--- config.mk ---
export PLATFORM = sky130hd
export DESIGN_NAME = neighbor_table_best_parent
export DESIGN_NICKNAME = d
export VERILOG_FILES = /design/src/rtl/ntbp_pkg.sv /design/src/rtl/ntbp_table.sv /design/src/rtl/neighbor_table_best_parent.sv
export VERILOG_INCLUDE_DIRS = /design/src /design/src/rtl
export SDC_FILE = /design/constraint.sdc
export NUM_CORES = 1
export LEC_CHECK = 0
export BUFFER_PORTS_ARGS = -buffer_cell sky130_fd_sc_hd__buf_4
export CAP_MARGIN = 40
export CORE_UTILIZATION = 25
export DETAILED_ROUTE_END_ITERATION = 7
export PLACE_DENSITY_LB_ADDON = 0.2
export SLEW_MARGIN = 5
export SYNTH_ARGS = -nofsm -noshare
export SYNTH_HDL_FRONTEND = slang
export SYNTH_SLANG_ARGS = --single-unit
--- constraint.sdc ---
create_clock -name aclk -period 16.75 [get_ports aclk]
set_input_delay 1.675 -clock aclk [delete_from_list [all_inputs] [get_ports aclk]]
set_output_delay 1.675 -clock aclk [all_outputs]
set_load 0.03 [all_outputs]
--- src/rtl/neighbor_table_best_parent_macros.svh ---
// assertion macros for the neighbor table block
`ifndef NEIGHBOR_TABLE_BEST_PARENT_MACROS_SVH
`define NEIGHBOR_TABLE_BEST_PARENT_MACROS_SVH

`ifndef SYNTHESIS
// checked at every rising aclk edge outside reset
`define NTBP_ASSERT(label, prop, msg) \
    label: assert property (@(posedge aclk) disable iff (!aresetn) (prop)) else $error(msg);
// checked at every rising aclk edge, reset included
`define NTBP_ASSERT_ALWAYS(label, prop, msg) \
    label: assert property (@(posedge aclk) (prop)) else $error(msg);
`else
`define NTBP_ASSERT(label, prop, msg)
`define NTBP_ASSERT_ALWAYS(label, prop, msg)
`endif

`endif

--- src/rtl/ntbp_pkg.sv ---
`timescale 1ns / 1ps

package ntbp_pkg;

    localparam int TABLE_DEPTH = 16;
    localparam int IDX_W       = (TABLE_DEPTH > 1) ? $clog2(TABLE_DEPTH) : 1;
    localparam int CNT_W       = $clog2(TABLE_DEPTH + 1);

    localparam logic [31:0]        EMPTY_ADDR = 32'hFFFF_FFFF;
    localparam logic signed [7:0]  RSSI_FLOOR = -8'sd127;
    localparam logic [7:0]         HOPS_EMPTY = 8'hFF;
    localparam int                 HOPS_LIMIT = 8;
    localparam int                 FEW_W      = $clog2(HOPS_LIMIT + 1);
    localparam logic signed [7:0]  THR_RESET  = -8'sd80;

    // request kinds on tuser
    localparam logic [1:0] FUNC_INSERT = 2'd0;
    localparam logic [1:0] FUNC_QUERY  = 2'd1;
    localparam logic [1:0] FUNC_CLEAR  = 2'd2;

    // insert outcome
    localparam logic [1:0] STATUS_UPDATED = 2'd0;
    localparam logic [1:0] STATUS_ADDED   = 2'd1;
    localparam logic [1:0] STATUS_FULL    = 2'd2;

    typedef struct packed {
        logic [31:0]       addr;
        logic signed [7:0] rssi;
        logic [7:0]        hops;
    } entry_t;

    localparam entry_t RESET_ENTRY = '{addr: EMPTY_ADDR, rssi: RSSI_FLOOR, hops: HOPS_EMPTY};

    typedef struct packed {
        logic             wr_en;
        logic [IDX_W-1:0] wr_idx;
        entry_t           wr_data;
        logic [IDX_W-1:0] rd_idx;
        logic             clr;
    } tbl_req_t;

endpackage

--- src/rtl/ntbp_table.sv ---
`timescale 1ns / 1ps

// neighbor storage, one write and one registered read per cycle
module ntbp_table (
    input  logic              aclk,
    input  logic              aresetn,
    input  ntbp_pkg::tbl_req_t req,
    output ntbp_pkg::entry_t  rd_entry
);

    ntbp_pkg::entry_t                       mem [ntbp_pkg::TABLE_DEPTH];
    logic [ntbp_pkg::TABLE_DEPTH-1:0]       vld_reg;
    ntbp_pkg::entry_t                       rd_data_reg;
    logic                                   rd_vld_reg;

    always_ff @(posedge aclk) begin
        if (req.wr_en) begin
            mem[req.wr_idx] <= req.wr_data;
        end
        rd_data_reg <= mem[req.rd_idx];
    end

    // per-entry valid, an entry never written reads as the empty pattern
    always_ff @(posedge aclk) begin
        if (!aresetn) begin
            vld_reg    <= '0;
            rd_vld_reg <= 1'b0;
        end else begin
            rd_vld_reg <= vld_reg[req.rd_idx];
            if (req.clr) begin
                vld_reg <= '0;
            end else if (req.wr_en) begin
                vld_reg[req.wr_idx] <= 1'b1;
            end
        end
    end

    assign rd_entry = rd_vld_reg ? rd_data_reg : ntbp_pkg::RESET_ENTRY;

endmodule

--- src/rtl/neighbor_table_best_parent.sv ---
`timescale 1ns / 1ps

// channel   | ports                 | payload
// ----------+-----------------------+---------------------------------------------
// request   | s_tvalid/s_tready     | tuser: func; tdata: addr, rssi, hops, min_hops
// result    | m_tvalid/m_tready     | tdata: status, found, best_addr, best_hops
// threshold | cfg_we/cfg_wdata      | signed rssi threshold, no read-back
//
// one request at a time, s_tready high only while idle; a shared compare unit walks
// the 16-entry table one entry per cycle through a registered read port
// an insert stops its walk on a matching address; a query walks the table a second
// time when the strongest signal beats the threshold; clear and unknown skip the walk
// a waiting result never blocks a new request, only the loading of the next result
// reset empties the table at once through per-entry valid bits, threshold -80
module neighbor_table_best_parent (
    input  logic        aclk,
    input  logic        aresetn,
    input  logic        s_tvalid,
    output logic        s_tready,
    input  logic [55:0] s_tdata,   // entry_addr, entry_rssi, entry_hops, min_hops
    input  logic [1:0]  s_tuser,   // func
    output logic        m_tvalid,
    input  logic        m_tready,
    output logic [47:0] m_tdata,   // status, found, best_addr, best_hops, zero pad
    input  logic        cfg_we,
    input  logic [7:0]  cfg_wdata  // rssi_threshold, signed
);

`include "neighbor_table_best_parent_macros.svh"

    localparam logic [2:0] ST_IDLE = 3'd0;
    localparam logic [2:0] ST_INS  = 3'd1;
    localparam logic [2:0] ST_QRY1 = 3'd2;
    localparam logic [2:0] ST_QRY2 = 3'd3;
    localparam logic [2:0] ST_DONE = 3'd4;

    localparam int IW = ntbp_pkg::IDX_W;
    localparam int CW = ntbp_pkg::CNT_W;
    localparam int FW = ntbp_pkg::FEW_W;

    localparam logic [CW-1:0] CNT_END = CW'(ntbp_pkg::TABLE_DEPTH);

    logic [2:0]  state_reg, state_next;

    // latched request
    logic [1:0]        func_reg, func_next;
    logic [31:0]       addr_reg, addr_next;
    logic signed [7:0] rssi_reg, rssi_next;
    logic [7:0]        hops_reg, hops_next;
    logic [7:0]        minh_reg, minh_next;

    // scan pointer and read pipeline tag
    logic [CW-1:0] cnt_reg, cnt_next;
    logic          ev_vld_reg, ev_vld_next;
    logic [IW-1:0] ev_idx_reg, ev_idx_next;

    // working state
    logic              empty_found_reg, empty_found_next;
    logic [IW-1:0]     empty_idx_reg, empty_idx_next;
    logic [1:0]        status_reg, status_next;
    logic signed [7:0] best_reg, best_next;
    logic [FW-1:0]     fewest_reg, fewest_next;
    logic [31:0]       pick_addr_reg, pick_addr_next;
    logic [7:0]        pick_hops_reg, pick_hops_next;

    // threshold register
    logic signed [7:0] thr_reg;

    // result register
    logic        m_tvalid_reg, m_tvalid_next;
    logic [1:0]  out_status_reg, out_status_next;
    logic        out_found_reg, out_found_next;
    logic [31:0] out_addr_reg, out_addr_next;
    logic [7:0]  out_hops_reg, out_hops_next;

    ntbp_pkg::tbl_req_t tbl_req;
    ntbp_pkg::entry_t   rd_entry;

    logic              scanning;
    logic              issue;
    logic              scan_end;
    logic              qual;
    logic signed [7:0] cmp_rhs;
    logic              rssi_gt;
    logic              addr_hit;
    logic              addr_empty;
    logic              fewer_hops;

    ntbp_table u_table (
        .aclk     (aclk),
        .aresetn  (aresetn),
        .req      (tbl_req),
        .rd_entry (rd_entry)
    );

    assign s_tready = (state_reg == ST_IDLE);
    assign m_tvalid = m_tvalid_reg;
    assign m_tdata  = {5'd0, out_hops_reg, out_addr_reg, out_found_reg, out_status_reg};

    // scan bookkeeping: issue one read per cycle, evaluate it in the following cycle
    assign scanning = state_reg inside {ST_INS, ST_QRY1, ST_QRY2};
    assign issue    = scanning && (cnt_reg < CNT_END);
    assign scan_end = scanning && !issue && !ev_vld_reg;

    // shared compare unit: rssi against running best (first pass) or threshold
    assign cmp_rhs    = (state_reg == ST_QRY2) ? thr_reg : best_reg;
    assign rssi_gt    = $signed(rd_entry.rssi) > cmp_rhs;
    assign qual       = rd_entry.hops >= minh_reg;
    assign fewer_hops = rd_entry.hops < {{(8-FW){1'b0}}, fewest_reg};
    assign addr_hit   = rd_entry.addr == addr_reg;
    assign addr_empty = rd_entry.addr == ntbp_pkg::EMPTY_ADDR;

    always_comb begin
        state_next       = state_reg;
        func_next        = func_reg;
        addr_next        = addr_reg;
        rssi_next        = rssi_reg;
        hops_next        = hops_reg;
        minh_next        = minh_reg;
        cnt_next         = cnt_reg;
        ev_vld_next      = issue;
        ev_idx_next      = cnt_reg[IW-1:0];
        empty_found_next = empty_found_reg;
        empty_idx_next   = empty_idx_reg;
        status_next      = status_reg;
        best_next        = best_reg;
        fewest_next      = fewest_reg;
        pick_addr_next   = pick_addr_reg;
        pick_hops_next   = pick_hops_reg;
        m_tvalid_next    = m_tvalid_reg && !m_tready;
        out_status_next  = out_status_reg;
        out_found_next   = out_found_reg;
        out_addr_next    = out_addr_reg;
        out_hops_next    = out_hops_reg;

        tbl_req         = '0;
        tbl_req.rd_idx  = cnt_reg[IW-1:0];
        tbl_req.wr_data = '{addr: addr_reg, rssi: rssi_reg, hops: hops_reg};

        if (issue) begin
            cnt_next = cnt_reg + CW'(1);
        end

        case (state_reg)
            ST_IDLE: begin
                if (s_tvalid) begin
                    func_next        = s_tuser;
                    addr_next        = s_tdata[31:0];
                    rssi_next        = s_tdata[39:32];
                    hops_next        = s_tdata[47:40];
                    minh_next        = s_tdata[55:48];
                    cnt_next         = '0;
                    empty_found_next = 1'b0;
                    empty_idx_next   = '0;
                    status_next      = ntbp_pkg::STATUS_FULL;
                    best_next        = ntbp_pkg::RSSI_FLOOR;
                    fewest_next      = FW'(ntbp_pkg::HOPS_LIMIT);
                    pick_addr_next   = '0;
                    pick_hops_next   = '0;
                    case (s_tuser)
                        ntbp_pkg::FUNC_INSERT: state_next = ST_INS;
                        ntbp_pkg::FUNC_QUERY:  state_next = ST_QRY1;
                        ntbp_pkg::FUNC_CLEAR: begin
                            tbl_req.clr = 1'b1;
                            state_next  = ST_DONE;
                        end
                        default: state_next = ST_DONE;
                    endcase
                end
            end
            ST_INS: begin
                if (ev_vld_reg) begin
                    if (addr_hit) begin
                        // matching address: refresh rssi and hops in place
                        tbl_req.wr_en  = 1'b1;
                        tbl_req.wr_idx = ev_idx_reg;
                        status_next    = ntbp_pkg::STATUS_UPDATED;
                        ev_vld_next    = 1'b0;
                        state_next     = ST_DONE;
                    end else if (addr_empty && !empty_found_reg) begin
                        empty_found_next = 1'b1;
                        empty_idx_next   = ev_idx_reg;
                    end
                end
                if (scan_end) begin
                    if (empty_found_reg) begin
                        tbl_req.wr_en  = 1'b1;
                        tbl_req.wr_idx = empty_idx_reg;
                        status_next    = ntbp_pkg::STATUS_ADDED;
                    end else begin
                        status_next    = ntbp_pkg::STATUS_FULL;
                    end
                    state_next = ST_DONE;
                end
            end
            ST_QRY1: begin
                if (ev_vld_reg) begin
                    if (qual && rssi_gt) begin
                        best_next      = rd_entry.rssi;
                        pick_addr_next = rd_entry.addr;
                        pick_hops_next = rd_entry.hops;
                    end else if (ev_idx_reg == '0) begin
                        // default pick is entry 0
                        pick_addr_next = rd_entry.addr;
                        pick_hops_next = rd_entry.hops;
                    end
                end
                if (scan_end) begin
                    if (best_reg > thr_reg) begin
                        cnt_next   = '0;
                        state_next = ST_QRY2;
                    end else begin
                        state_next = ST_DONE;
                    end
                end
            end
            ST_QRY2: begin
                if (ev_vld_reg && qual && rssi_gt && fewer_hops) begin
                    fewest_next    = rd_entry.hops[FW-1:0];
                    pick_addr_next = rd_entry.addr;
                    pick_hops_next = rd_entry.hops;
                end
                if (scan_end) begin
                    state_next = ST_DONE;
                end
            end
            ST_DONE: begin
                if (!m_tvalid_reg || m_tready) begin
                    m_tvalid_next   = 1'b1;
                    out_status_next = '0;
                    out_found_next  = 1'b0;
                    out_addr_next   = '0;
                    out_hops_next   = '0;
                    if (func_reg == ntbp_pkg::FUNC_INSERT) begin
                        out_status_next = status_reg;
                    end else if (func_reg == ntbp_pkg::FUNC_QUERY) begin
                        out_found_next = best_reg > ntbp_pkg::RSSI_FLOOR;
                        out_addr_next  = pick_addr_reg;
                        out_hops_next  = pick_hops_reg;
                    end
                    state_next = ST_IDLE;
                end
            end
            default: state_next = ST_IDLE;
        endcase
    end

    always_ff @(posedge aclk) begin
        if (!aresetn) begin
            state_reg    <= ST_IDLE;
            cnt_reg      <= '0;
            ev_vld_reg   <= 1'b0;
            m_tvalid_reg <= 1'b0;
            thr_reg      <= ntbp_pkg::THR_RESET;
        end else begin
            state_reg    <= state_next;
            cnt_reg      <= cnt_next;
            ev_vld_reg   <= ev_vld_next;
            m_tvalid_reg <= m_tvalid_next;
            if (cfg_we) begin
                thr_reg <= cfg_wdata;
            end
        end
    end

    // datapath, no reset needed
    always_ff @(posedge aclk) begin
        func_reg        <= func_next;
        addr_reg        <= addr_next;
        rssi_reg        <= rssi_next;
        hops_reg        <= hops_next;
        minh_reg        <= minh_next;
        ev_idx_reg      <= ev_idx_next;
        empty_found_reg <= empty_found_next;
        empty_idx_reg   <= empty_idx_next;
        status_reg      <= status_next;
        best_reg        <= best_next;
        fewest_reg      <= fewest_next;
        pick_addr_reg   <= pick_addr_next;
        pick_hops_reg   <= pick_hops_next;
        out_status_reg  <= out_status_next;
        out_found_reg   <= out_found_next;
        out_addr_reg    <= out_addr_next;
        out_hops_reg    <= out_hops_next;
    end

    // a taken request always leaves idle
    `NTBP_ASSERT(a_req_leaves_idle, s_tvalid && s_tready |=> state_reg != ST_IDLE, "stuck idle")
    // table is written only while an insert walks it
    `NTBP_ASSERT(a_write_in_insert, tbl_req.wr_en |-> state_reg == ST_INS, "stray table write")
    // second query pass only runs when the strongest signal beat the threshold
    `NTBP_ASSERT(a_pass2_guard, state_reg == ST_QRY2 |-> best_reg > thr_reg, "weak second pass")
    // a new result appears only when the sequencer finishes
    `NTBP_ASSERT(a_result_done, $rose(m_tvalid) |-> $past(state_reg) == ST_DONE, "stray result")
    // scan pointer never runs past the table
    `NTBP_ASSERT_ALWAYS(a_cnt_range, !aresetn || cnt_reg <= CNT_END, "scan pointer out of range")

endmodule
After elaboration in Yosys (flattened, before gate mapping)

Memories as Yosys holds them, arrays and structs flattened. A register that Yosys moved wholly into a read port is not among the register bits.
Cells that the tools add are included.

Output and inout port bits: 50
Register bits after elaboration: 199
Memory bits (writable): 768
Latch bits: 0
Logic and storage cells: 166
Memory bits (read-only): 0
Memories: 1

Memories:

| memory      | words | bits a word | rd ports | clocked after Yosys merged registers in | wr ports | RTL line         | text |
|---|---|---|---|---|---|---|---|
| u_table.mem | 16    | 48          | 1        | 1                                       | 1        | ntbp_table.sv:11 | `ntbp_pkg::entry_t mem [ntbp_pkg::TABLE_DEPTH];` |

Magnitude comparators: 9
Reduce and logical (&&, ||, !) cells: 35
Mux-type cells: 71
Divide/modulo/power cells: 0
Multipliers: 0
Add/sub/neg operators: 1
Equal/unequal tests: 22
Shift-type cells: 0
Bitwise gates (word level): 3

Operators with widths:

| cell                   | count |
|---|---|
| $mux W32               | 5 |
| $pmux W32 S3           | 1 |
| $mux W8                | 9 |
| $mux W48               | 1 |
| $mux W5                | 9 |
| $eq A32 B32 Y1         | 1 |
| $eq A32 B32 Y1 const B | 1 |
| $mux W3                | 8 |
| $mux W4                | 6 |
| $pmux W8 S3            | 1 |
| $gt A8 B8 Y1           | 2 |
| $mux W1                | 16 |
| $or A16 B16 Y16        | 1 |
| $pmux W4 S2            | 2 |
| $pmux W8 S2            | 1 |
| $pmux W3 S5            | 1 |
| $ne A2 B2 Y1 const B   | 7 |
| $logic_and A1 B1 Y1    | 10 |
| $lt A4 B5 Y1 const B   | 2 |
| $mux W2                | 5 |
| $pmux W5 S2            | 1 |
| $reduce_and A5 Y1      | 2 |
| $ge A8 B8 Y1           | 1 |
| $gt A8 B8 Y1 const B   | 1 |
| 30 further kinds       | 47 |

Depth between registers and ports, before layout

Word-level depth: 13
Gate-level depth with buffers: 15
Depth with buffers taken out: 13

Hierarchy

A second synthesis with hierarchy kept.

Cells, all modules: 1908
Area total of the unflattened synthesis: 38550.7 sq um

By module, submodules not included:

| module                     | area each (sq um) | cells an instance | seq. area each (sq um) | times used |
|---|---|---|---|---|
| ntbp_table                 | 30689.4           | 1349              | 24363.4                | 1 |
| neighbor_table_best_parent | 7861.3            | 559               | 5245.0                 | 1 |

Worst setup path before layout

Ideal clock, no wire load.

Path type: register -> register
From: reg state_reg[1]
To: reg pick_addr_reg[0], enable pin
Setup time: 511 ps
Slack: 10276 ps
Period minus slack after synthesis: 6474 ps
Stages on the path, launching flop included: 16
Buffers on the path: 3
Arrival time: 5964 ps
Path through: dfxtp_1 > clkbuf_1 > clkbuf_1 > nor2b_1 > nand2_1 > clkbuf_1 > a21oi_1 > ha_1 > nor2b_1 > o21a_1 > o21ai_0 > a211oi_1 > nor2_1 > a211oi_1 > nand3_1 > a311oi_1

Word-level cells in the longest chain between the ends: 7
Elaborated cells on any way between the ends: 14
Classes of those cells: 1 x order compare; 6 x eq/ne; 1 x mux; 6 x reduce/logical

RTL lines:

| item                              | RTL line                                                             | text |
|---|---|---|
| from (decl)                       | neighbor_table_best_parent.sv:43                                     | `logic [2:0] state_reg, state_next;` |
| from (signal assigned)            | neighbor_table_best_parent.sv:256                                    | `state_reg <= state_next;` |
| $eq A3 B2 Y1                      | neighbor_table_best_parent.sv:106, neighbor_table_best_parent.sv:144 |  |
| $mux W8                           | neighbor_table_best_parent.sv:106                                    | `assign cmp_rhs = (state_reg == ST_QRY2) ? thr_reg : best_reg;` |
| $gt A8 B8 Y1                      | neighbor_table_best_parent.sv:107                                    | `assign rssi_gt = $signed(rd_entry.rssi) > cmp_rhs;` |
| $logic_and A1 B1 Y1 (2 in series) | neighbor_table_best_parent.sv:218                                    | `if (ev_vld_reg && qual && rssi_gt && fewer_hops) begin` |
| $ne A2 B1 Y1 (no line)            | n/a                                                                  |  |
| $reduce_and A5 Y1 (no line) (*)   | n/a                                                                  |  |
| to (signal assigned)              | neighbor_table_best_parent.sv:279                                    | `pick_addr_reg <= pick_addr_next;` |
| to (decl)                         | neighbor_table_best_parent.sv:63                                     | `logic [31:0] pick_addr_reg, pick_addr_next;` |

Every way passes the cells marked *; elsewhere a longest branch is shown, timed or not.
A chain may end at the register's enable or synchronous reset.

Worst setup path after layout

From: reg u_table.rd_vld_reg
To: mem u_table.mem[4][17] in the netlist's numbering, enable pin

Word-level cells in the longest chain between the ends: 9

RTL lines:

| item                          | RTL line                          | text |
|---|---|---|
| from (decl)                   | ntbp_table.sv:14                  | `logic rd_vld_reg;` |
| from (signal assigned)        | ntbp_table.sv:29                  | `rd_vld_reg <= vld_reg[req.rd_idx];` |
| $mux W48 (*)                  | ntbp_table.sv:38                  | `assign rd_entry = rd_vld_reg ? rd_data_reg : ntbp_pkg::RESET_ENTRY;` |
| $eq A32 B32 Y1 (*)            | neighbor_table_best_parent.sv:110 | `assign addr_hit = rd_entry.addr == addr_reg;` |
| $mux W5 (*)                   | neighbor_table_best_parent.sv:173 | `if (addr_hit) begin` |
| $mux W5 (*)                   | neighbor_table_best_parent.sv:172 | `if (ev_vld_reg) begin` |
| $mux W5                       | neighbor_table_best_parent.sv:186 | `if (empty_found_reg) begin` |
| $mux W5 (*)                   | neighbor_table_best_parent.sv:185 | `if (scan_end) begin` |
| $mux W5 (*)                   | neighbor_table_best_parent.sv:144 | `case (state_reg)` |
| $mux W1                       | ntbp_table.sv:17                  | `if (req.wr_en) begin` |
| $mux W1 (implied by the code) | ntbp_table.sv:18                  | `mem[req.wr_idx] <= req.wr_data;` |
| to (decl)                     | ntbp_table.sv:11                  |  |

Marks and branches as above.

==> flow_metrics.tcl <==
set metrics [dict create \
    status "finished with violations" \
    failed_checks "DRC" \
    fin_crit_sh_pct 29.5 \
    largest_reg_flops 768 \
    ant_nets 0 \
    crit_slowest_cell "and3b_2" \
    io_buffers 115 \
    worst_pin_slew_ns 0.882 \
    crit_chain "buf_4, or3b_1, a21oi_1, o32ai_1, nor4_2, nand4b_2, o32a_1, or2_1, and3b_2, buf_4" \
    synth_area_per_cell_um2 20.8 \
    cts_root_buf "clkbuf_16" \
    grt_use_total_pct 12.6 \
    initial_core_util_pct 25.2 \
    die_area_mm2 0.157 \
    routedWlPerCell_um 23.7 \
    first_iter_violations 1604 \
    dpl.hpwl_um 60900 \
    drt-total-wl_um 99400 \
    path_class "flop to flop" \
    tns_ns 0 \
    cts_setup_buffers 0 \
    arrival_ns 5.28 \
    clk_pin_slew_worst_paths_ns 0.06 \
    fill_cells 15000 \
    holdBufCountCts 0 \
    r2r-start "u_table.rd_vld_reg" \
    pwr-share-seq_pct 51.6 \
    overflow 0 \
    cts_made_buffers 107 \
    rr_worst_depth 10 \
    worstPathMaxFanout 42 \
    synthesis.area_mm2 0.0389 \
    viasPerCell 4.47 \
    worstSetupStartpointType "flop" \
    place_inst 3999 \
    ys_warn_count 0 \
    area_delta_synth_final_pct 18.9 \
    cp-end-kind "flop" \
    synth_edf_count 928 \
    drive_above_1_share_pct 27.7 \
    fmax_mhz 202 \
    dieWidth_um 396 \
    core_mm2 0.154 \
    pin_count 121 \
    most-common-layout-cells "edfxtp_1 (928), mux4_2 (245), buf_4 (149)" \
    die_y_um 396 \
    grt_pass1_vias 19600 \
    yosys-top-cells-area "edfxtp_1 (72%), mux4_2 (14%), dfxtp_1 (4.5%), and2_1 (1.1%), ha_1 (0.90%)" \
    p_switching_mw 1.56 \
    p_int_mw 4.73 \
    clockPowerShare_pct 37.7 \
    synth_ff_type "edfxtp_1" \
    layout_min_cycle_time_ns 4.94 \
    drc 36 \
    p_leak_nw 14.4 \
    synthCells 1873 \
    ir_worst_vdd_mv 0.0893 \
    firstDrtPassIters 8 \
    seqCellArea_mm2 0.0296 \
    instances_no_fill 4200 \
    yosys.cell_types.count 63 \
    multi_input_area_mm2 0.00888 \
    ys_ff_latch 1015 \
    cp-startpoint "u_table.rd_vld_reg" \
    nets 2164 \
    worst_skew_pair.late_latency_ns 0.71 \
    slew_headroom_pct 41.2 \
    final_common_cell "edfxtp_1" \
    rsz0062_at_grt "no" \
    cts_resized 0 \
    p_per_area_mw_per_mm2 136 \
    place_congestion 0.762 \
    yosysTopAreaCellShare_pct 71.7 \
    finClkSkew_ns 0.0232 \
    dr_total_vias 18800 \
    cp_common_cell "buf_4" \
    crit_required_ns 17.09 \
    hold_viol_final 0 \
    cts_tree "built" \
    hold_class "flop to flop" \
    sw_frac_of_total_pct 24.8 \
    grt_pass1_wl_um 142000 \
    ys_seq_area_share_pct 76.2 \
    grt_max_degree 52 \
    async_reset_ff_share_pct 0 \
    rr_endpoint "u_table.mem[4][17]" \
    slowest_delay_ns 0.79 \
    slew_violations 0 \
    rows 144 \
    endpoint "u_table.mem[4][17]" \
    combPwrFrac_pct 10.7 \
    power_mw 6.28 \
    drv_cap 0 \
    n_antenna_cell 0 \
    ff2ff_setup_slack_ns 11.81 \
    synth.largest_area_cell "edfxtp_1" \
    setup_violations 0 \
    clock_sinks 1015 \
    cts_max_level 3 \
    antenna_found_initial 11 \
    cts_buffer_depth 3 \
]
[worst max-delay path, delay by kind of cell, from the launching register on]
family / cells / cell delay (ns)
AO/OA/AOI/OAI: 3 / 0.66
AND/OR/NAND/NOR: 5 / 2.53
flip-flops: 1 / 0.34
buffers and inverters: 2 / 0.94
[power by group through the flow]
stage / sequential (mW) / clock [mW] / combinational, mW
3_3_place_gp: 3.29 / 0 / 0.668
6_report: 3.24 / 2.37 / 0.674
2_1_floorplan: 3.24 / 0 / 0.432
5_1_grt: 3.27 / 2.52 / 0.737
3_5_place_dp: 3.30 / 0 / 0.693
4_1_cts: 3.25 / 2.44 / 0.694
[through the flow]
stage	hold WS [ns]	instance area [um2]	worst slack [ns]	utilization [%]
global placement	0.443	42300	11.89	27.4
global route	0.483	46200	11.60	30.0
detailed placement	0.451	42700	11.85	27.7
CTS	0.465	46200	11.83	30.0
finish	0.463	46200	11.81	30.0
floorplan	0.329	38900	10.28	-
[synth_stat cells, drive strengths merged (16+ instances only)]
library cell and count:
a21oi 24, and2 69, buf 27, clkbuf 62, dfxtp 87, edfxtp 928
ha 28, inv 31, mux4 245, nand2 47, nand2b 17, nor2 47
nor2b 19, o21a 45, o21ai 26, o41ai 16, xor2 17
[layout make-up]
cell class | instances | share of cell area, %
Multi-Input combinational cell | 741 | 19.2
Sequential cell | 1015 | 64.1
Clock inverter | 58 | 1.27
Tap cell | 2044 | 5.53
Timing Repair Buffer | 168 | 3.38
Inverter | 32 | 0.265
Clock buffer | 142 | 6.28
[per-layer routing]
metal | vias to the layer above | GRT usage [%] | share of wire, %
met2 | 494 | 18.9 | 44
met4 | 2 | 3.12 | 2.0
met3 | 139 | 2.59 | 5.4
met1 | 10100 | 18.4 | 48
li1 | 8078 | - | -
met5 | - | 0 | 0.012
[cells by family after synthesis]
logic type / synth area share [%]
DFF: 76.2
and+or+nand+nor: 4.05
muxes: 14.4
AOI/OAI and AO/OA: 2.78
buffers and inverters: 1.28
adders and majority gates: 0.901
xor gates and xnor gates: 0.406
other: 0.00965
[how the worst min path moves through the flow]
| stage | startpoint | to | slack (ns) | cells after the start |
|---|---|---|---|---|
| CTS | u_table.vld_reg[10] | u_table.vld_reg[10] | 0.46 | 1 |
| detailed placement | u_table.vld_reg[10] | u_table.vld_reg[10] | 0.45 | 1 |
| global placement | u_table.vld_reg[6] | u_table.vld_reg[6] | 0.44 | 1 |
| global route | u_table.vld_reg[6] | u_table.vld_reg[6] | 0.48 | 1 |
| floorplan | cnt_reg[2] | ev_idx_reg[2] | 0.33 | 0 |
| finish | u_table.vld_reg[10] | u_table.vld_reg[10] | 0.46 | 1 |
Note: power is estimated with default switching activity, not from simulation.
